### config.mk
export PLATFORM = sky130hd
export DESIGN_NAME = cvt_fifo
export DESIGN_NICKNAME = d
export VERILOG_FILES = /design/src/rtl/core/cvt_pkg.sv /design/src/rtl/core/cvt_fifo.sv
export SDC_FILE = /design/constraint.sdc
export NUM_CORES = 1
export LEC_CHECK = 0
export BUFFER_PORTS_ARGS = -buffer_cell sky130_fd_sc_hd__buf_2
export CELL_PAD_IN_SITES_DETAIL_PLACEMENT = 2
export CELL_PAD_IN_SITES_GLOBAL_PLACEMENT = 2
export CORE_ASPECT_RATIO = 1.2
export CORE_MARGIN = 2
export CORE_UTILIZATION = 34
export CTS_CLUSTER_SIZE = 14
export DETAILED_ROUTE_END_ITERATION = 6
export PLACE_DENSITY = 0.76
export SETUP_SLACK_MARGIN = 0.4
export SLEW_MARGIN = 30
export SYNTH_ARGS = -nofsm -noshare
export SYNTH_HDL_FRONTEND = slang
export SYNTH_SLANG_ARGS = --single-unit
### constraint.sdc
create_clock -name clk -period 10.3 [get_ports clk]
set_input_delay 0 -clock clk [delete_from_list [all_inputs] [get_ports clk]]
set_output_delay 0 -clock clk [all_outputs]
set_load 0.03 [all_outputs]
### src/rtl/core/cvt_pkg.sv
// types, WGS-84 constants and fixed-point helpers for the ecef to geodetic converter
// no dependencies; constant tables are built at elaboration
package cvt_pkg;

  localparam int CORDIC_STEPS = 32;
  localparam int STEP_W = $clog2(CORDIC_STEPS);
  localparam int FIFO_DEPTH = 2;
  localparam int LEN_FRAC = 20;

  typedef logic signed [63:0] word_t;
  typedef logic [CORDIC_STEPS-1:0][63:0] ang_tab_t;

  typedef enum logic {CM_VEC, CM_ROT} cmode_t;

  typedef enum logic [4:0] {
    S_IDLE, S_LON, S_P, S_PB, S_TH, S_SC1, S_C2, S_C3, S_S2, S_S3,
    S_NUM, S_DEN, S_LAT, S_SC2, S_PJ1, S_PJ2, S_U, S_V, S_R, S_RM,
    S_DLAT, S_DLON, S_OUT
  } bstate_t;

  typedef struct packed {
    logic  origin;
    word_t x;
    word_t y;
    word_t z;
  } item_t;

  typedef struct packed {
    logic   start;
    cmode_t mode;
    word_t  x;
    word_t  y;
    word_t  z;
  } cord_req_t;

  typedef struct packed {
    logic  done;
    word_t x;
    word_t y;
    word_t z;
  } cord_rsp_t;

  typedef struct packed {
    logic  start;
    word_t a;
    word_t b;
  } mul_req_t;

  typedef struct packed {
    logic         done;
    logic         neg;
    logic [127:0] mag;
  } mul_rsp_t;

  localparam logic [63:0] INT64_MAX = 64'h7FFF_FFFF_FFFF_FFFF;
  localparam logic [63:0] SEMI_MAJOR_MM = 64'd6378137000;

  function automatic logic [63:0] umag(word_t v);
    return v[63] ? 64'(64'd0 - v) : 64'(v);
  endfunction

  function automatic word_t mq_sat(logic [127:0] mag, logic neg, int unsigned sh);
    logic [127:0] r;
    logic [63:0] m;
    r = mag >> sh;
    if (r > {64'd0, INT64_MAX}) m = INT64_MAX;
    else m = r[63:0];
    return neg ? word_t'(64'd0 - m) : word_t'(m);
  endfunction

  function automatic word_t mulq_c(word_t a, word_t b, int unsigned sh);
    logic [127:0] pr;
    pr = {64'd0, umag(a)} * {64'd0, umag(b)};
    return mq_sat(pr, a[63] ^ b[63], sh);
  endfunction

  function automatic logic [31:0] to_deg(logic [127:0] mag, logic neg, logic [31:0] lim);
    logic [38:0] q;
    q = ({1'b0, mag[127:90]} + 39'd1) >> 1;
    if (q > {7'd0, lim}) q = {7'd0, lim};
    return neg ? 32'(39'd0 - q) : q[31:0];
  endfunction

  // restoring long division, elaboration only
  function automatic logic [63:0] udiv(logic [63:0] num, logic [63:0] den);
    logic [64:0] rem;
    logic [63:0] q;
    int k;
    rem = '0;
    q = '0;
    for (k = 63; k >= 0; k--) begin
      rem = {rem[63:0], num[k]};
      q = q << 1;
      if (rem >= {1'b0, den}) begin
        rem = rem - {1'b0, den};
        q[0] = 1'b1;
      end
    end
    return q;
  endfunction

  function automatic logic [63:0] udiv_shift(logic [63:0] num, int sh, logic [63:0] den);
    logic [64:0] rem;
    logic [63:0] q;
    logic b;
    int k;
    rem = '0;
    q = '0;
    for (k = 0; k < 64 + sh; k++) begin
      b = (k < 64) ? num[63-k] : 1'b0;
      rem = {rem[63:0], b};
      q = q << 1;
      if (rem >= {1'b0, den}) begin
        rem = rem - {1'b0, den};
        q[0] = 1'b1;
      end
    end
    return q;
  endfunction

  function automatic logic [63:0] atan_inv(logic [63:0] n);
    logic [63:0] t, sum, d;
    int k;
    t = udiv(64'd1 << 62, n);
    sum = t;
    if (n < (64'd1 << 31)) begin
      for (k = 1; k < 64; k++) begin
        if (t != 0) begin
          t = udiv(t, n * n);
          if (t != 0) begin
            d = udiv(t, 64'(2 * k + 1));
            if (k % 2 == 1) sum = sum - d;
            else sum = sum + d;
          end
        end
      end
    end
    return sum;
  endfunction

  function automatic ang_tab_t build_ang();
    ang_tab_t tab;
    logic [63:0] v;
    int i;
    for (i = 0; i < CORDIC_STEPS; i++) begin
      if (i == 0) v = atan_inv(64'd2) + atan_inv(64'd3);
      else v = atan_inv(64'd1 << i);
      tab[i] = (v + 64'd8) >> 4;
    end
    return tab;
  endfunction

  function automatic word_t calc_inv_gain();
    logic [63:0] k2;
    word_t y, t;
    int i;
    k2 = 64'd1 << 60;
    for (i = 0; i < CORDIC_STEPS; i++) begin
      if (2 * i < 64) k2 = k2 + (k2 >> (2 * i));
    end
    y = word_t'(((64'd1 << 60) / 64'd5) * 64'd3);
    for (i = 0; i < 8; i++) begin
      t = mulq_c(y, y, 60);
      t = mulq_c(word_t'(k2), t, 60);
      y = mulq_c(y, word_t'(64'd3 << 60) - t, 61);
    end
    return y;
  endfunction

  localparam ang_tab_t ANG_TAB = build_ang();
  localparam word_t PI_Q58 = word_t'(ANG_TAB[0] << 2);
  localparam word_t HALF_PI_Q58 = word_t'(ANG_TAB[0] << 1);
  localparam word_t INV_GAIN = calc_inv_gain();
  localparam word_t DEG_SCALE = word_t'(udiv_shift(64'd1800000000, 91, PI_Q58));
  localparam word_t FLAT_Q62 = word_t'(udiv_shift(64'd1000000000, 62, 64'd298257223563));
  localparam word_t E2_Q62 = 2 * FLAT_Q62 - mulq_c(FLAT_Q62, FLAT_Q62, 62);
  localparam word_t A_LEN = word_t'(SEMI_MAJOR_MM << LEN_FRAC);
  localparam word_t B_LEN = A_LEN - mulq_c(A_LEN, FLAT_Q62, 62);
  localparam word_t A_E2_LEN = mulq_c(A_LEN, E2_Q62, 62);
  localparam word_t A_EP_LEN = mulq_c(A_LEN,
    word_t'(udiv_shift(E2_Q62, 62, (64'd1 << 62) - FLAT_Q62)), 62);

  localparam logic [31:0] LAT_LIM = 32'd900000000;
  localparam logic [31:0] LON_LIM = 32'd1800000000;
  localparam logic [36:0] ORIGIN_ALT = 37'(64'd0 - SEMI_MAJOR_MM);
  localparam logic [36:0] ALT_NEG_LIM = 37'h10_0000_0000;
  localparam logic [36:0] ALT_POS_LIM = 37'h0F_FFFF_FFFF;

endpackage

### src/rtl/core/cvt_fifo.sv
// short queue of classified positions between front and back
// depends on cvt_pkg
module cvt_fifo import cvt_pkg::*; (
  input  logic  clk,
  input  logic  rst_n,
  input  logic  push,
  input  item_t push_item,
  output logic  full,
  input  logic  pop,
  output logic  nempty,
  output item_t pop_item
);

  localparam int PTR_W = (FIFO_DEPTH > 1) ? $clog2(FIFO_DEPTH) : 1;
  localparam int CNT_W = $clog2(FIFO_DEPTH + 1);

  item_t mem_r [FIFO_DEPTH];
  logic [PTR_W-1:0] wr_ptr_r, rd_ptr_r;
  logic [CNT_W-1:0] cnt_r;

  assign full = (cnt_r == CNT_W'(FIFO_DEPTH));
  assign nempty = (cnt_r != '0);
  assign pop_item = mem_r[rd_ptr_r];

  function automatic logic [PTR_W-1:0] bump(logic [PTR_W-1:0] p);
    return (p == PTR_W'(FIFO_DEPTH - 1)) ? '0 : PTR_W'(p + 1'b1);
  endfunction

  always_ff @(posedge clk) begin
    if (!rst_n) begin
      wr_ptr_r <= '0;
      rd_ptr_r <= '0;
      cnt_r <= '0;
    end else begin
      if (push) wr_ptr_r <= bump(wr_ptr_r);
      if (pop) rd_ptr_r <= bump(rd_ptr_r);
      if (push && !pop) cnt_r <= cnt_r + 1'b1;
      else if (pop && !push) cnt_r <= cnt_r - 1'b1;
    end
  end

  always_ff @(posedge clk) begin
    if (push) mem_r[wr_ptr_r] <= push_item;
  end

endmodule

==> impl_metrics.json <==
{
  "start_util_pct": 34.3,
  "mostFrequentLayoutCell": "buf_2",
  "nNetsFinal": 1441,
  "finalHoldViolCount": 0,
  "worstReg2RegEnd": "mem_r[0][13]",
  "viasPerCell": 4.60,
  "rows": 82,
  "place_congestion": 0.739,
  "setup_tns_ns": 0,
  "final_cell_mix": "buf_2, edfxtp_1, dlygate4sd3_1, mux2_2, clkbuf_16",
  "status": "completed",
  "avgSynthCellArea_um2": 22.8,
  "path_class": "reg2out",
  "worst_pin_slew_ns": 0.950,
  "synth_area_um2": 14200,
  "grt_pass1_wl_um": 64400,
  "cts_resized": 0,
  "drcViolationCount": 0,
  "rr_worst_depth": 3,
  "p_leak_nw": 7.49,
  "syn_inst": 622,
  "cts.clk_slew.worst_paths_ns": 0.06,
  "cts_htree_levels": 2,
  "grt_pass1_vias": 9836,
  "portBuffers": 391,
  "rsz0062_at_grt": "false",
  "seqCellArea_um2": 11700,
  "drive_above_1_share_pct": 51.1,
  "hp-start": "push_item[160]",
  "cts_root_buf": "clkbuf_16",
  "dieWidth_um": 191,
  "powerDensity_nw_per_um2": 194,
  "drt_iter0_markers": 356,
  "timing.slew.headroom_pct": 36.7,
  "routedWlPerCell_um": 24.1,
  "fp.dieH_um": 228,
  "cts_tree": "yes",
  "report.final.slew_viol_count": 0,
  "p_sw_share_pct": 25.6,
  "synth_nets": 820,
  "critPathCapture": "pop_item[192]",
  "finClkSkew_ns": 0.0234,
  "dr_total_vias": 8369,
  "seq_area_frac_synth_pct": 82.3,
  "cts_buffers": 42,
  "seqPwrFrac_pct": 48.4,
  "min_period_ns": 3.04,
  "post-route-period-util_pct": 29.5,
  "antenna_found_initial": 6,
  "drv_cap": 0,
  "clk_latency_ns": 0.54,
  "cts_sinks": 391,
  "track_usage_pct": 20.2,
  "hold_slack_ns": 0.183,
  "drt_first_pass_iters": 4,
  "worstSetupEndpointType": "output pin",
  "combPwrFrac_pct": 14.6,
  "start_kind": "flop",
  "syn2layout_area_growth_pct": 40.8,
  "post-cts-setup-buffer-count": 0,
  "dp.cells": 1546,
  "regToRegSetupSlack_ns": 7.76,
  "cp.required_ns": 10.30,
  "holdBufCountCts": 196,
  "yosys_warnings": 0,
  "grt_overflow": 0,
  "routed_wl_um": 43800,
  "setup_viol": 0,
  "synth_ff_type": "edfxtp_1",
  "synth-edff-count": 386,
  "max-vdd-ir-drop_mv": 0.104,
  "num_io_pins": 392,
  "r2r-start": "wr_ptr_r",
  "p_int_w": 0.00288,
  "fmax_ghz": 0.329,
  "cp_data_arrival_time_ns": 3.04,
  "worstHoldPathType": "in2reg",
  "ant_nets": 0,
  "core_um2": 41400,
  "switchingPower_w": 0.000990,
  "hpwl_um": 26100,
  "yosys.cell_types.count": 18,
  "die-area_um2": 43400,
  "hold_depth": 2,
  "ys_async_sr_fraction_pct": 0,
  "ys_ff_latch": 391,
  "path_max_fanout": 67,
  "grt_max_degree": 69,
  "fill_cells": 3871,
  "layoutNonFillerInstCount": 1818,
  "clockPowerShare_pct": 37.1,
  "clk_path_buf_depth": 3,
  "multi_input_area_um2": 2300
}
-- per-stage QoR --
step	instance area (um^2)	util [%]	setup WS (ns)	total power, W
after detailed placement	16700	40.3	7.29	0.00239
after floorplan	14200	-	0.717	0.00224
final	20000	48.2	7.26	0.00387
after global placement	16700	40.3	7.39	0.00237
after global routing	20000	48.2	7.09	0.00400
after CTS	19900	48.1	7.07	0.00389
-- layout make-up --
cell class / count / share of cell area (%)
Multi-Input combinational cell: 209 / 11.5
Sequential cell: 391 / 58.5
Clock inverter: 7 / 0.275
Clock buffer: 61 / 5.98
Antenna cell: 5 / 0.0626
Tap cell: 546 / 3.42
Timing Repair Buffer: 598 / 20.3
Inverter: 1 / 0.0188
-- logic make-up after synthesis --
family | count (synthesis) | synth area share [%]
xor gates and xnor gates | 3 | 0.185
adders and majority gates | 1 | 0.0881
AOI/OAI and AO/OA | 3 | 0.141
and+or+nand+nor | 9 | 0.405
DFF | 391 | 82.3
muxes | 193 | 15.3
buffers and inverters | 22 | 1.55
-- registers in the layout, indices dropped and copies added (netlist names), named ones only --
signal    count
mem_r       386
cnt_r         2
wr_ptr_r      1
rd_ptr_r      1
-- critical path, stage by stage, from the launching register on --
cell and delay (ns):
dfxtp_4 0.71, buf_12 0.29, buf_4 0.78, mux2_2 0.45, buf_2 0.19
-- routing by layer --
layer	global-route usage (%)	wire length, um	vias to the layer above
met1	20.1	14700	4229
met4	10.1	2170	2
met2	38.7	24600	300
li1	-	-	3732
met5	0	12	-
met3	4.38	2220	106
-- how the worst min path moves through the flow --
stage / slack [ns] / to
global placement: 0.19 / mem_r[1][116]
detailed placement: 0.19 / mem_r[0][142]
floorplan: 0.1 / mem_r[0][0]
global route: 0.17 / mem_r[0][75]
CTS: 0.007 / cnt_r[1]
finish: 0.18 / mem_r[0][160]
-- power groups by stage --
stage / Combinational, W / Sequential, W / Clock [W]
finish: 0.000564 / 0.00187 / 0.00144
global route: 0.000591 / 0.00188 / 0.00153
CTS: 0.000551 / 0.00188 / 0.00146
detailed placement: 0.000484 / 0.00191 / 0
global placement: 0.000468 / 0.00190 / 0
floorplan: 0.000332 / 0.00191 / 0
-- cell usage after synthesis (all sizes together) (2+ instances only) --
| cell type | n | area, um^2 |
|---|---|---|
| and2 | 4 | 25.0 |
| buf | 21 | 216 |
| dfxtp | 5 | 100 |
| edfxtp | 386 | 11600 |
| mux2 | 193 | 2170 |
| nor2b | 2 | 12.5 |
| xor2 | 2 | 17.5 |
Note: power is estimated with default switching activity, not from simulation.
