--- src/rtl/core/cvt_pkg.sv ---
// types, WGS-84 constants and fixed-point helpers for the ecef to geodetic converter
// no dependencies; constant tables are built at elaboration
package cvt_pkg;

  localparam int CORDIC_STEPS = 32;
  localparam int STEP_W = $clog2(CORDIC_STEPS);
  localparam int FIFO_DEPTH = 2;
  localparam int LEN_FRAC = 20;

  typedef logic signed [63:0] word_t;
  typedef logic [CORDIC_STEPS-1:0][63:0] ang_tab_t;

  typedef enum logic {CM_VEC, CM_ROT} cmode_t;

  typedef enum logic [4:0] {
    S_IDLE, S_LON, S_P, S_PB, S_TH, S_SC1, S_C2, S_C3, S_S2, S_S3,
    S_NUM, S_DEN, S_LAT, S_SC2, S_PJ1, S_PJ2, S_U, S_V, S_R, S_RM,
    S_DLAT, S_DLON, S_OUT
  } bstate_t;

  typedef struct packed {
    logic  origin;
    word_t x;
    word_t y;
    word_t z;
  } item_t;

  typedef struct packed {
    logic   start;
    cmode_t mode;
    word_t  x;
    word_t  y;
    word_t  z;
  } cord_req_t;

  typedef struct packed {
    logic  done;
    word_t x;
    word_t y;
    word_t z;
  } cord_rsp_t;

  typedef struct packed {
    logic  start;
    word_t a;
    word_t b;
  } mul_req_t;

  typedef struct packed {
    logic         done;
    logic         neg;
    logic [127:0] mag;
  } mul_rsp_t;

  localparam logic [63:0] INT64_MAX = 64'h7FFF_FFFF_FFFF_FFFF;
  localparam logic [63:0] SEMI_MAJOR_MM = 64'd6378137000;

  function automatic logic [63:0] umag(word_t v);
    return v[63] ? 64'(64'd0 - v) : 64'(v);
  endfunction

  function automatic word_t mq_sat(logic [127:0] mag, logic neg, int unsigned sh);
    logic [127:0] r;
    logic [63:0] m;
    r = mag >> sh;
    if (r > {64'd0, INT64_MAX}) m = INT64_MAX;
    else m = r[63:0];
    return neg ? word_t'(64'd0 - m) : word_t'(m);
  endfunction

  function automatic word_t mulq_c(word_t a, word_t b, int unsigned sh);
    logic [127:0] pr;
    pr = {64'd0, umag(a)} * {64'd0, umag(b)};
    return mq_sat(pr, a[63] ^ b[63], sh);
  endfunction

  function automatic logic [31:0] to_deg(logic [127:0] mag, logic neg, logic [31:0] lim);
    logic [38:0] q;
    q = ({1'b0, mag[127:90]} + 39'd1) >> 1;
    if (q > {7'd0, lim}) q = {7'd0, lim};
    return neg ? 32'(39'd0 - q) : q[31:0];
  endfunction

  // restoring long division, elaboration only
  function automatic logic [63:0] udiv(logic [63:0] num, logic [63:0] den);
    logic [64:0] rem;
    logic [63:0] q;
    int k;
    rem = '0;
    q = '0;
    for (k = 63; k >= 0; k--) begin
      rem = {rem[63:0], num[k]};
      q = q << 1;
      if (rem >= {1'b0, den}) begin
        rem = rem - {1'b0, den};
        q[0] = 1'b1;
      end
    end
    return q;
  endfunction

  function automatic logic [63:0] udiv_shift(logic [63:0] num, int sh, logic [63:0] den);
    logic [64:0] rem;
    logic [63:0] q;
    logic b;
    int k;
    rem = '0;
    q = '0;
    for (k = 0; k < 64 + sh; k++) begin
      b = (k < 64) ? num[63-k] : 1'b0;
      rem = {rem[63:0], b};
      q = q << 1;
      if (rem >= {1'b0, den}) begin
        rem = rem - {1'b0, den};
        q[0] = 1'b1;
      end
    end
    return q;
  endfunction

  function automatic logic [63:0] atan_inv(logic [63:0] n);
    logic [63:0] t, sum, d;
    int k;
    t = udiv(64'd1 << 62, n);
    sum = t;
    if (n < (64'd1 << 31)) begin
      for (k = 1; k < 64; k++) begin
        if (t != 0) begin
          t = udiv(t, n * n);
          if (t != 0) begin
            d = udiv(t, 64'(2 * k + 1));
            if (k % 2 == 1) sum = sum - d;
            else sum = sum + d;
          end
        end
      end
    end
    return sum;
  endfunction

  function automatic ang_tab_t build_ang();
    ang_tab_t tab;
    logic [63:0] v;
    int i;
    for (i = 0; i < CORDIC_STEPS; i++) begin
      if (i == 0) v = atan_inv(64'd2) + atan_inv(64'd3);
      else v = atan_inv(64'd1 << i);
      tab[i] = (v + 64'd8) >> 4;
    end
    return tab;
  endfunction

  function automatic word_t calc_inv_gain();
    logic [63:0] k2;
    word_t y, t;
    int i;
    k2 = 64'd1 << 60;
    for (i = 0; i < CORDIC_STEPS; i++) begin
      if (2 * i < 64) k2 = k2 + (k2 >> (2 * i));
    end
    y = word_t'(((64'd1 << 60) / 64'd5) * 64'd3);
    for (i = 0; i < 8; i++) begin
      t = mulq_c(y, y, 60);
      t = mulq_c(word_t'(k2), t, 60);
      y = mulq_c(y, word_t'(64'd3 << 60) - t, 61);
    end
    return y;
  endfunction

  localparam ang_tab_t ANG_TAB = build_ang();
  localparam word_t PI_Q58 = word_t'(ANG_TAB[0] << 2);
  localparam word_t HALF_PI_Q58 = word_t'(ANG_TAB[0] << 1);
  localparam word_t INV_GAIN = calc_inv_gain();
  localparam word_t DEG_SCALE = word_t'(udiv_shift(64'd1800000000, 91, PI_Q58));
  localparam word_t FLAT_Q62 = word_t'(udiv_shift(64'd1000000000, 62, 64'd298257223563));
  localparam word_t E2_Q62 = 2 * FLAT_Q62 - mulq_c(FLAT_Q62, FLAT_Q62, 62);
  localparam word_t A_LEN = word_t'(SEMI_MAJOR_MM << LEN_FRAC);
  localparam word_t B_LEN = A_LEN - mulq_c(A_LEN, FLAT_Q62, 62);
  localparam word_t A_E2_LEN = mulq_c(A_LEN, E2_Q62, 62);
  localparam word_t A_EP_LEN = mulq_c(A_LEN,
    word_t'(udiv_shift(E2_Q62, 62, (64'd1 << 62) - FLAT_Q62)), 62);

  localparam logic [31:0] LAT_LIM = 32'd900000000;
  localparam logic [31:0] LON_LIM = 32'd1800000000;
  localparam logic [36:0] ORIGIN_ALT = 37'(64'd0 - SEMI_MAJOR_MM);
  localparam logic [36:0] ALT_NEG_LIM = 37'h10_0000_0000;
  localparam logic [36:0] ALT_POS_LIM = 37'h0F_FFFF_FFFF;

endpackage

--- src/rtl/core/cvt_front.sv ---
// input stage: takes positions, scales them to fixed point and flags the origin
// depends on cvt_pkg
module cvt_front import cvt_pkg::*; (
  input  logic         clk,
  input  logic         rst_n,
  input  logic         in_tvalid,
  output logic         in_tready,
  input  logic [111:0] in_tdata,
  output logic         push,
  output item_t        push_item,
  input  logic         q_full
);

  logic  valid_r;
  item_t item_r;
  logic [36:0] x, y, z;

  assign x = in_tdata[36:0];
  assign y = in_tdata[73:37];
  assign z = in_tdata[110:74];

  assign push = valid_r && !q_full;
  assign push_item = item_r;
  assign in_tready = !valid_r || !q_full;

  always_ff @(posedge clk) begin
    if (!rst_n) valid_r <= 1'b0;
    else if (in_tready) valid_r <= in_tvalid;
  end

  always_ff @(posedge clk) begin
    if (in_tready && in_tvalid) begin
      item_r.origin <= (x == '0) && (y == '0) && (z == '0);
      item_r.x <= {{7{x[36]}}, x, 20'd0};
      item_r.y <= {{7{y[36]}}, y, 20'd0};
      item_r.z <= {{7{z[36]}}, z, 20'd0};
    end
  end

endmodule

--- config.mk ---
export PLATFORM = sky130hd
export DESIGN_NAME = cvt_front
export DESIGN_NICKNAME = d
export VERILOG_FILES = /design/src/rtl/core/cvt_pkg.sv /design/src/rtl/core/cvt_front.sv
export SDC_FILE = /design/constraint.sdc
export NUM_CORES = 1
export LEC_CHECK = 0
export ABC_AREA = 1
export BUFFER_PORTS_ARGS = -buffer_cell sky130_fd_sc_hd__buf_2
export CAP_MARGIN = 40
export CORE_AREA = 2 2 119 121
export CTS_BUF_LIST = sky130_fd_sc_hd__clkbuf_8
export DETAILED_ROUTE_END_ITERATION = 12
export DIE_AREA = 0 0 121 123
export GPL_TIMING_DRIVEN = 0
export PLACE_DENSITY = 0.68
export SLEW_MARGIN = 30
export SYNTH_ARGS = -nofsm -noshare
export SYNTH_HDL_FRONTEND = slang
export SYNTH_SLANG_ARGS = --single-unit
--- constraint.sdc ---
create_clock -name clk -period 9.2 [get_ports clk]
set_input_delay 0 -clock clk [delete_from_list [all_inputs] [get_ports clk]]
set_output_delay 0 -clock clk [all_outputs]
set_load 0.01 [all_outputs]
==> out/metrics.cfg, run 1 <==
[yosys]
yosysUniqueCellTypes = 12
synth-main-ff-cell = edfxtp_1
synth_top_cell_by_area = edfxtp_1
synth_top_family_by_area = buffers and inverters
synth.avg_cell_area_um2 = 14.42
netlist_area_mm2 = 0.004425
synth_area_leaders = edfxtp_1, buf_4, nor2_1
synth_xor_xnor_area_share = 0
synth-edff-count = 112
yosysWarnings = 0
synth_top_cell_area_share = 0.7600
muxShareOfSynthArea = 0
synth-seq-area-share = 0.7645
synth-simple-area-share = 0.09273
ys_ff_latch = 113
synth_adder_area_share = 0
synthCells = 307
ys_async_sr_fraction = 0
synth_compound_area_frac = 0.002827
yosysMostFrequentCell = edfxtp_1
synth_common_cells = edfxtp_1, buf_4, nor2_1, nand2_1, inv_1

[route]
drt_iter0_markers = 219
drt_first_pass_iters = 6
wl_met2_um = 6835
routedWlPerCell_um = 13.67
route.vias.total = 3793
drt-met1-wl_um = 4550
antenna_left = 0
via_per_inst = 4.010
maxUsedRoutingLayer = met4
drt_wl_total_um = 12930
drc = 0
met3WireLength_um = 1265

[floorplan]
core-area_mm2 = 0.01361
fp-row-count = 43
dieArea_mm2 = 0.01488
initial_utilization = 0.3251
io_pins = 311
die_w_um = 121
fp.dieH_um = 123

[layout]
final_cell_count_no_fill = 946
drive_above_1_share = 0.4739
nets = 870
area_delta_synth_final_pct = 76.31
antennaDiodeCount = 0
fin_area_mm2 = 0.007802

[sta]
rsz0062_at_grt = false
skew_ps = 5.690
setup-tns-final_ps = 0
setup_viol = 0
fin_hold_ws_ps = 32.50
fin_crit_ps = 1587
hold_viol = 0
max_freq_ghz = 0.6301
maxSlewViolCount = 0
min_period_over_period = 0.1725

[global_route]
grt_max_degree = 22
grt_first_pass_wirelength_um = 18260
grt.total_usage = 0.1648
grt_pass1_vias = 3731
antenna_found_initial = 0
overflow = 0

[critical_path]
crit_fanout = 21
worst_setup_path_start_kind = flop
critPathKind = flop to flop
required_ps = 9340
cp_data_arrival_time_ps = 1720
endpoint_kind = flop

[placed_design]
placed_area_mm2 = 0.006257
numPortBuffers = 249
dp.cells = 801
place_congestion = 0.7376
place_hpwl_um = 8902

[power]
powerDensity_mw_per_mm2 = 164.4
peakVddDrop_uv = 74.64
p_total_uw = 1283
power_leakage_uw = 0.003584

[cts]
cts_buffer_depth = 2
cts_buffers = 17
cts_tree = built
cts_max_level = 4
clk_latency_ps = 420
clock_sinks = 113
cts_root_buffer = clkbuf_8
clk_pin_slew_worst_paths_ps = 70

[run]
maxCapViolations = 0

[status]
outcome = complete, no violations

[hold_path]
holdCritPathClass = primary input to flop

## cells in the final DEF, fill, tap and decap left out, types with 2 or more instances in the layout
master         count
dlygate4sd3_1    114
bufinv_16          4
inv_1              2
buf_4             81
clkinv_2           3
nor2_1            72
buf_8              3
edfxtp_1         112
buf_16             3
nand2_1           33
clkinv_1           5
clkbuf_8          17
conb_1            60
buf_2            249
## state kept, by name, indices dropped and copies added, names as in the netlist
signal and cells:
push_item 112, valid_r 1
## critical path: stages, from the launching register on
cell and delay (ps):
dfxtp_1 340, a21oi_4 340, buf_8 210, buf_8 210
buf_16 180
## metrics by stage
stage / worst slack [ps] / util
after CTS: 7584 / 0.5732
after detailed placement: 7606 / 0.4597
after floorplan: 2867 / -
after global placement: 974.3 / 0.4495
final: 7613 / 0.5732
after global routing: 7516 / 0.5732
## logic make-up after synthesis
kind of cell	count (synthesis)
other	1
AND/OR/NAND/NOR	108
flip-flops	113
buffers and inverters	83
AO/OA/AOI/OAI	2
## report_power, final
group	switching (uW)	internal, uW
clock network	192	288
logic	88.9	104
registers	9.15	602
total	290	993
## routing by layer
layer,global-route usage,vias up
met1,0.1641,1733
met3,0.06827,23
met5,0,-
li1,-,1808
met2,0.3009,229
met4,0.07122,0
## layout make-up
cell class / instances / area [um2]
clock inverters: 14 / 170.2
clock buffers: 17 / 234.0
repair buffers: 369 / 2515
inverters: 2 / 7.507
multi-input cells: 170 / 659.4
well taps: 180 / 225.2
plain buffers: 81 / 608.1
fillers: 1076 / 5809
flip-flops and latches: 113 / 3383
## path summary, 6_finish.rpt
kind / slack (ps) / cells past startpoint / start / endpoint
worst min register to register: 700 / 1 / valid_r / push_item[168]
worst max register to register: 7610 / 4 / valid_r / push_item[22]
worst max-delay path: 7610 / 4 / valid_r / push_item[22]
worst min-delay path: 30 / 3 / in_tvalid / push_item[168]
## what timing repair did
action	4_1_cts	5_1_grt
hold endpoints to repair	119	0
endpoints found under the setup margin	0	0
resized for setup	0	0
buffers inserted	0	0
hold buffers	114	0
(Power assumes the default switching activity.)
==> run 2: changes to the inputs <==
==> constraint.sdc (replaced) <==
create_clock -name clk -period 1.5 [get_ports clk]
set_input_delay 0 -clock clk [delete_from_list [all_inputs] [get_ports clk]]
set_output_delay 0 -clock clk [all_outputs]
set_load 0.01 [all_outputs]
==> out/metrics.cfg, run 2 (same netlist as run 1, synthesis figures left out) <==
[layout]
seqCellArea_mm2 = 0.003385  ; was 0.003383 mm2
drive_above_1_share = 0.4804  ; was 0.4739
area_delta_synth_final_pct = 75.86  ; was 76.31%
final_cell_mix = buf_2, dlygate4sd3_1, edfxtp_1, buf_4, nor2_1  ; unchanged
nets = 869  ; was 870
fill_cells = 1078  ; was 1,076
final_util = 0.5717  ; was 0.5732
antennaDiodeCount = 0  ; unchanged
layout_commonest_cell = buf_2  ; unchanged
multi_input_area_um2 = 659.4  ; unchanged
largest_reg_flops = 112  ; unchanged

[sta]
max_freq_ghz = 0.7222  ; was 0.6301 GHz
fin_hold_ws_ps = 109.2  ; was 32.50 ps
rsz0062_at_grt = false  ; unchanged
setup_viol = 0  ; unchanged
skew_ps = 6.507  ; was 5.690 ps
maxSlewViolCount = 0  ; unchanged
hold_viol = 0  ; unchanged
fin_crit_ps = 1385  ; was 1587 ps
min_period_over_period = 0.9231  ; was 0.1725

[placed_design]
place_congestion = 0.7575  ; was 0.7376
place_hpwl_um = 9276  ; was 8902 um
numPortBuffers = 249  ; unchanged

[critical_path]
cp_common_cell = buf_16  ; was buf_8
worst_setup_path_start_kind = flop  ; unchanged
slowest_delay_ps = 340  ; about the same
crit_fanout = 24  ; was 21
critPathKind = flop to flop  ; unchanged
required_ps = 1630  ; was 9340 ps
endpoint_kind = flop  ; unchanged
cp_slowest_cell = dfxtp_2  ; was dfxtp_1
cp_data_arrival_time_ps = 1510  ; was 1720 ps
path_cells = a21oi_4, buf_16, buf_16, buf_16  ; was a21oi_4, buf_8, buf_8, buf_16

[global_route]
grt_pass1_vias = 3883  ; was 3,731
grt.total_usage = 0.1701  ; was 0.1648
antenna_found_initial = 0  ; unchanged
overflow = 0  ; unchanged
grt_max_degree = 25  ; was 22
grt_first_pass_wirelength_um = 18880  ; was 18,260 um

[floorplan]
io_pins = 311  ; unchanged
initial_utilization = 0.3251  ; unchanged
die_w_um = 121  ; unchanged
fp.dieH_um = 123  ; unchanged
core-area_mm2 = 0.01361  ; unchanged
fp-row-count = 43  ; unchanged
dieArea_mm2 = 0.01488  ; unchanged

[route]
routedWlPerCell_um = 13.92  ; was 13.67 um
route.vias.total = 3735  ; was 3,793
via_per_inst = 3.948  ; was 4.010
drt_iter0_markers = 167  ; was 219
drt_first_pass_iters = 4  ; was 6
drc = 0  ; unchanged
drt_wl_total_um = 13160  ; was 12,930 um
antenna_left = 0  ; unchanged

[run]
maxCapViolations = 0  ; unchanged

[cts]
cts_root_buffer = clkbuf_8  ; unchanged
clk_pin_slew_worst_paths_ps = 70  ; about the same
cts_buffer_depth = 2  ; unchanged
cts_max_level = 4  ; unchanged
cts_resized = 0  ; unchanged
clk_latency_ps = 420  ; about the same
clock_sinks = 113  ; unchanged
cts_tree = built  ; unchanged
cts_buffers = 17  ; unchanged

[power]
power.switching_uw = 1852  ; was 289.6 uW
swShare = 0.2373  ; was 0.2257
clkPwrFrac = 0.369  ; was 0.374
seqPwrFrac = 0.480  ; was 0.476
powerDensity_mw_per_mm2 = 1003  ; was 164.4 mW/mm2
p_int_uw = 5950  ; was 993.3 uW
peakVddDrop_uv = 516.1  ; was 74.64 uV
power_leakage_uw = 0.003572  ; was 0.003584 uW
pwr-share-comb = 0.151  ; was 0.150

[status]
outcome = complete, no violations  ; unchanged

[hold_path]
holdCritPathClass = primary input to flop  ; unchanged

-- run 2: timing repair --
item,4_1_cts,5_1_grt
endpoints found under the setup margin,66,0
hold endpoints to repair,112,0
hold buffers,113,0
buffers inserted,1,0
-- run 2: path summary, 6_finish.rpt --
kind / from / end / slack [ps] / cells after the start
min reg2reg: valid_r / push_item[179] / 770 / 2
max reg2reg: valid_r / push_item[22] / 120 / 4
max: valid_r / push_item[22] / 120 / 4
min: q_full / push_item[179] / 110 / 3
-- run 2: layout make-up --
cell class,instances,share of cell area
buffer,81,0.07814
timing repair buffer,368,0.3209
tap,180,0.02894
multi-input combinational,170,0.08473
inverter,2,0.0009646
sequential,113,0.4349
clock inverter,15,0.02138
clock buffer,17,0.03006
-- run 2: stage by stage --
stage / TNS, ps / worst slack [ps] / area (um2) / std cells / power, uW
2_1_floorplan: -124740 / -1114 / 4659 / 366 / 4267
4_1_cts: 0 / 126.2 / 7782 / 946 / 7877
6_report: 0 / 115.4 / 7782 / 946 / 7802
3_3_place_gp: -189740 / -1702 / 6131 / 795 / 4680
5_1_grt: 0 / 44.87 / 7782 / 946 / 8133
3_5_place_dp: -4925 / -178.8 / 6243 / 800 / 4735
-- run 2: power by group through the flow --
stage	logic, uW	registers [uW]	clock network [uW]
4_1_cts	1160	3750	2970
2_1_floorplan	344	3920	0
3_3_place_gp	859	3820	0
6_report	1180	3750	2880
3_5_place_dp	920	3810	0
5_1_grt	1270	3760	3100
-- run 2: worst max-delay path: cells and delay by family, from the launching register on --
family / cells / cell delay [ps]
AO/OA/AOI/OAI: 1 / 180
flip-flops: 1 / 340
buffers and inverters: 3 / 540
-- run 2: layer usage --
metal  part of all wire  vias up  GRT usage
met5                  0        -          0
met4              0.015        0    0.06904
met3              0.081       18    0.05720
met2               0.54      210     0.3227
met1               0.36     1701     0.1697
li1                   -     1806          -
==> run 3: changes to the inputs <==
==> constraint.sdc (replaced) <==
create_clock -name clk -period 1.5 [get_ports clk]
set_input_delay 0.3 -clock clk [delete_from_list [all_inputs] [get_ports clk]]
set_output_delay 0.3 -clock clk [all_outputs]
set_load 0.01 [all_outputs]
==> out/metrics.cfg, run 3 (same netlist as run 1, synthesis figures left out) <==
[status]
outcome = complete, but fails checks  ; was complete, no violations
violations = negative setup slack

[sta]
max_freq_ghz = 0.6579  ; was 0.7222 GHz
skew_ps = 7.467  ; was 6.507 ps
setup_viol = 18  ; was 0
fin_hold_ws_ps = 60.48  ; was 109.2 ps
min_period_over_period = 1.013  ; was 0.9231
rsz0062_at_grt = true  ; was false
fin_crit_ps = 1520  ; was 1385 ps
hold_viol = 0  ; unchanged
fin_ws_ps = -19.95  ; was 115.4 ps
maxSlewViolCount = 0  ; unchanged

[cts]
holdBufCountCts = 0  ; was 113
clk_pin_slew_worst_paths_ps = 70  ; about the same
cts_buffer_depth = 2  ; unchanged
cts_root_buffer = clkbuf_8  ; unchanged
clock_sinks = 113  ; unchanged
cts_max_level = 4  ; unchanged
cts_tree = built  ; unchanged
cts_buffers = 17  ; unchanged
clk_latency_ps = 420  ; about the same

[layout]
area_delta_synth_final_pct = 54.51  ; was 75.86%
final_cell_count_no_fill = 837  ; was 946
largest_reg_flops = 112  ; unchanged
nets = 758  ; was 869
drive_above_1_share = 0.5634  ; was 0.4804
final_util = 0.5023  ; was 0.5717
final_cell_mix = buf_2, edfxtp_1, buf_4, nor2_1, conb_1  ; was buf_2, dlygate4sd3_1, edfxtp_1, buf_4, nor2_1
layout_commonest_cell = buf_2  ; unchanged

[critical_path]
regToRegSetupSlack_ps = 110  ; was 120 ps
required_ps = 1200  ; was 1630 ps
critPathKind = flop to output port  ; was flop to flop
r2r_cells = 4  ; unchanged
regToRegEndpoint = push_item[97]  ; was push_item[22]
endpoint_kind = output port  ; was flop
worst_setup_path_start_kind = flop  ; unchanged
r2r_start = valid_r  ; unchanged
startpoint = push_item[184]  ; was valid_r
cp_data_arrival_time_ps = 1220  ; was 1510 ps
crit_fanout = 8  ; was 24

[placed_design]
place_congestion = 0.7595  ; was 0.7575
dp.cells = 800  ; unchanged
numPortBuffers = 249  ; unchanged
place_hpwl_um = 8763  ; was 9276 um

[power]
powerDensity_mw_per_mm2 = 1088  ; was 1003 mW/mm2
power_leakage_uw = 0.003164  ; was 0.003572 uW
peakVddDrop_uv = 677.8  ; was 516.1 uV

[route]
drc = 0  ; unchanged
routedWlPerCell_um = 13.09  ; was 13.92 um
met3WireLength_um = 1337  ; was 1068 um
wl_met2_um = 5670  ; was 7138 um
route.vias.total = 3293  ; was 3,735
maxUsedRoutingLayer = met5  ; was met4
drt_first_pass_iters = 4  ; unchanged
drt_iter0_markers = 150  ; was 167
drt-met1-wl_um = 3702  ; was 4756 um
drt_wl_total_um = 10960  ; was 13,160 um
antenna_left = 0  ; unchanged
via_per_inst = 3.934  ; was 3.948

[run]
maxCapViolations = 0  ; unchanged

[global_route]
grt_first_pass_wirelength_um = 15310  ; was 18,880 um
grt_pass1_vias = 3131  ; was 3,883
grt.total_usage = 0.1404  ; was 0.1701
grt_max_degree = 24  ; was 25
overflow = 0  ; unchanged
antenna_found_initial = 3  ; was 0

[hold_path]
holdCritPathClass = primary input to flop  ; unchanged
whs_path_depth = 1  ; was 3
min_to = push_item[149]  ; was push_item[179]
holdCritStartpoint = in_tdata[1]  ; was q_full

[floorplan]
fp-row-count = 43  ; unchanged
io_pins = 311  ; unchanged
fp.dieH_um = 123  ; unchanged
core-area_mm2 = 0.01361  ; unchanged
die_w_um = 121  ; unchanged
dieArea_mm2 = 0.01488  ; unchanged
initial_utilization = 0.3251  ; unchanged

## run 3: changes by cell type in the layout (fill, tap and decap cells not counted), moves of 2 or more
cell           change
dlygate4sd3_1    -113
buf_4              -7
buf_6             +30
buf_16             +2
buf_8              -2
buf_2             -21
diode_2            +2
## run 3: worst max-delay path, cell delays in order, from the launching register on
cell and delay (ps):
edfxtp_1 500, buf_4 190, buf_6 110
## run 3: through the flow
stage          total power [uW]  instance area, um2  TNS [ps]  setup WS [ps]
2_1_floorplan              4267                4658   -126430          -1129
3_3_place_gp               4679                6130   -212270          -1905
3_5_place_dp               4741                6267    -11940         -313.2
4_1_cts                    7527                6784     -1185         -68.50
5_1_grt                    7767                6835     -1573         -92.34
6_report                   7438                6838    -165.1         -19.95
## run 3: final cells by class
class | instances | area (um2)
fillers | 1217 | 6774
inverters | 2 | 7.507
flip-flops and latches | 113 | 3383
plain buffers | 81 | 634.4
clock buffers | 17 | 234.0
multi-input cells | 170 | 659.4
repair buffers | 257 | 1545
clock inverters | 15 | 143.9
diodes | 2 | 5.005
well taps | 180 | 225.2
## run 3: how the worst max path moves through the flow
| stage | endpoint | slack [ps] | cells past startpoint |
|---|---|---|---|
| global placement | push_item[87] | -1900 | 2 |
| global route | push_item[185] | -90 | 2 |
| CTS | push_item[126] | -70 | 2 |
| finish | push_item[187] | -20 | 2 |
| detailed placement | push_item[106] | -310 | 5 |
| floorplan | push_item[100] | -1130 | 1 |
## run 3: repair_timing
action	in CTS	in global routing
pin swaps	1	0
resized for setup	21	9
endpoints found under the setup margin	85	21
setup buffers	1	2
## run 3: metal layers
layer,track usage,up-vias
met5,0,-
met4,0.07267,2
met3,0.06873,19
met2,0.2423,207
met1,0.1399,1480
li1,-,1585
## run 3: report_power, final
part | total (uW) | leakage, uW | switching [uW] | internal, uW
combinational | 994 | 0.00188 | 498 | 496
sequential | 3740 | 0.00109 | 48.9 | 3690
clock | 2710 | 0.000187 | 1250 | 1460
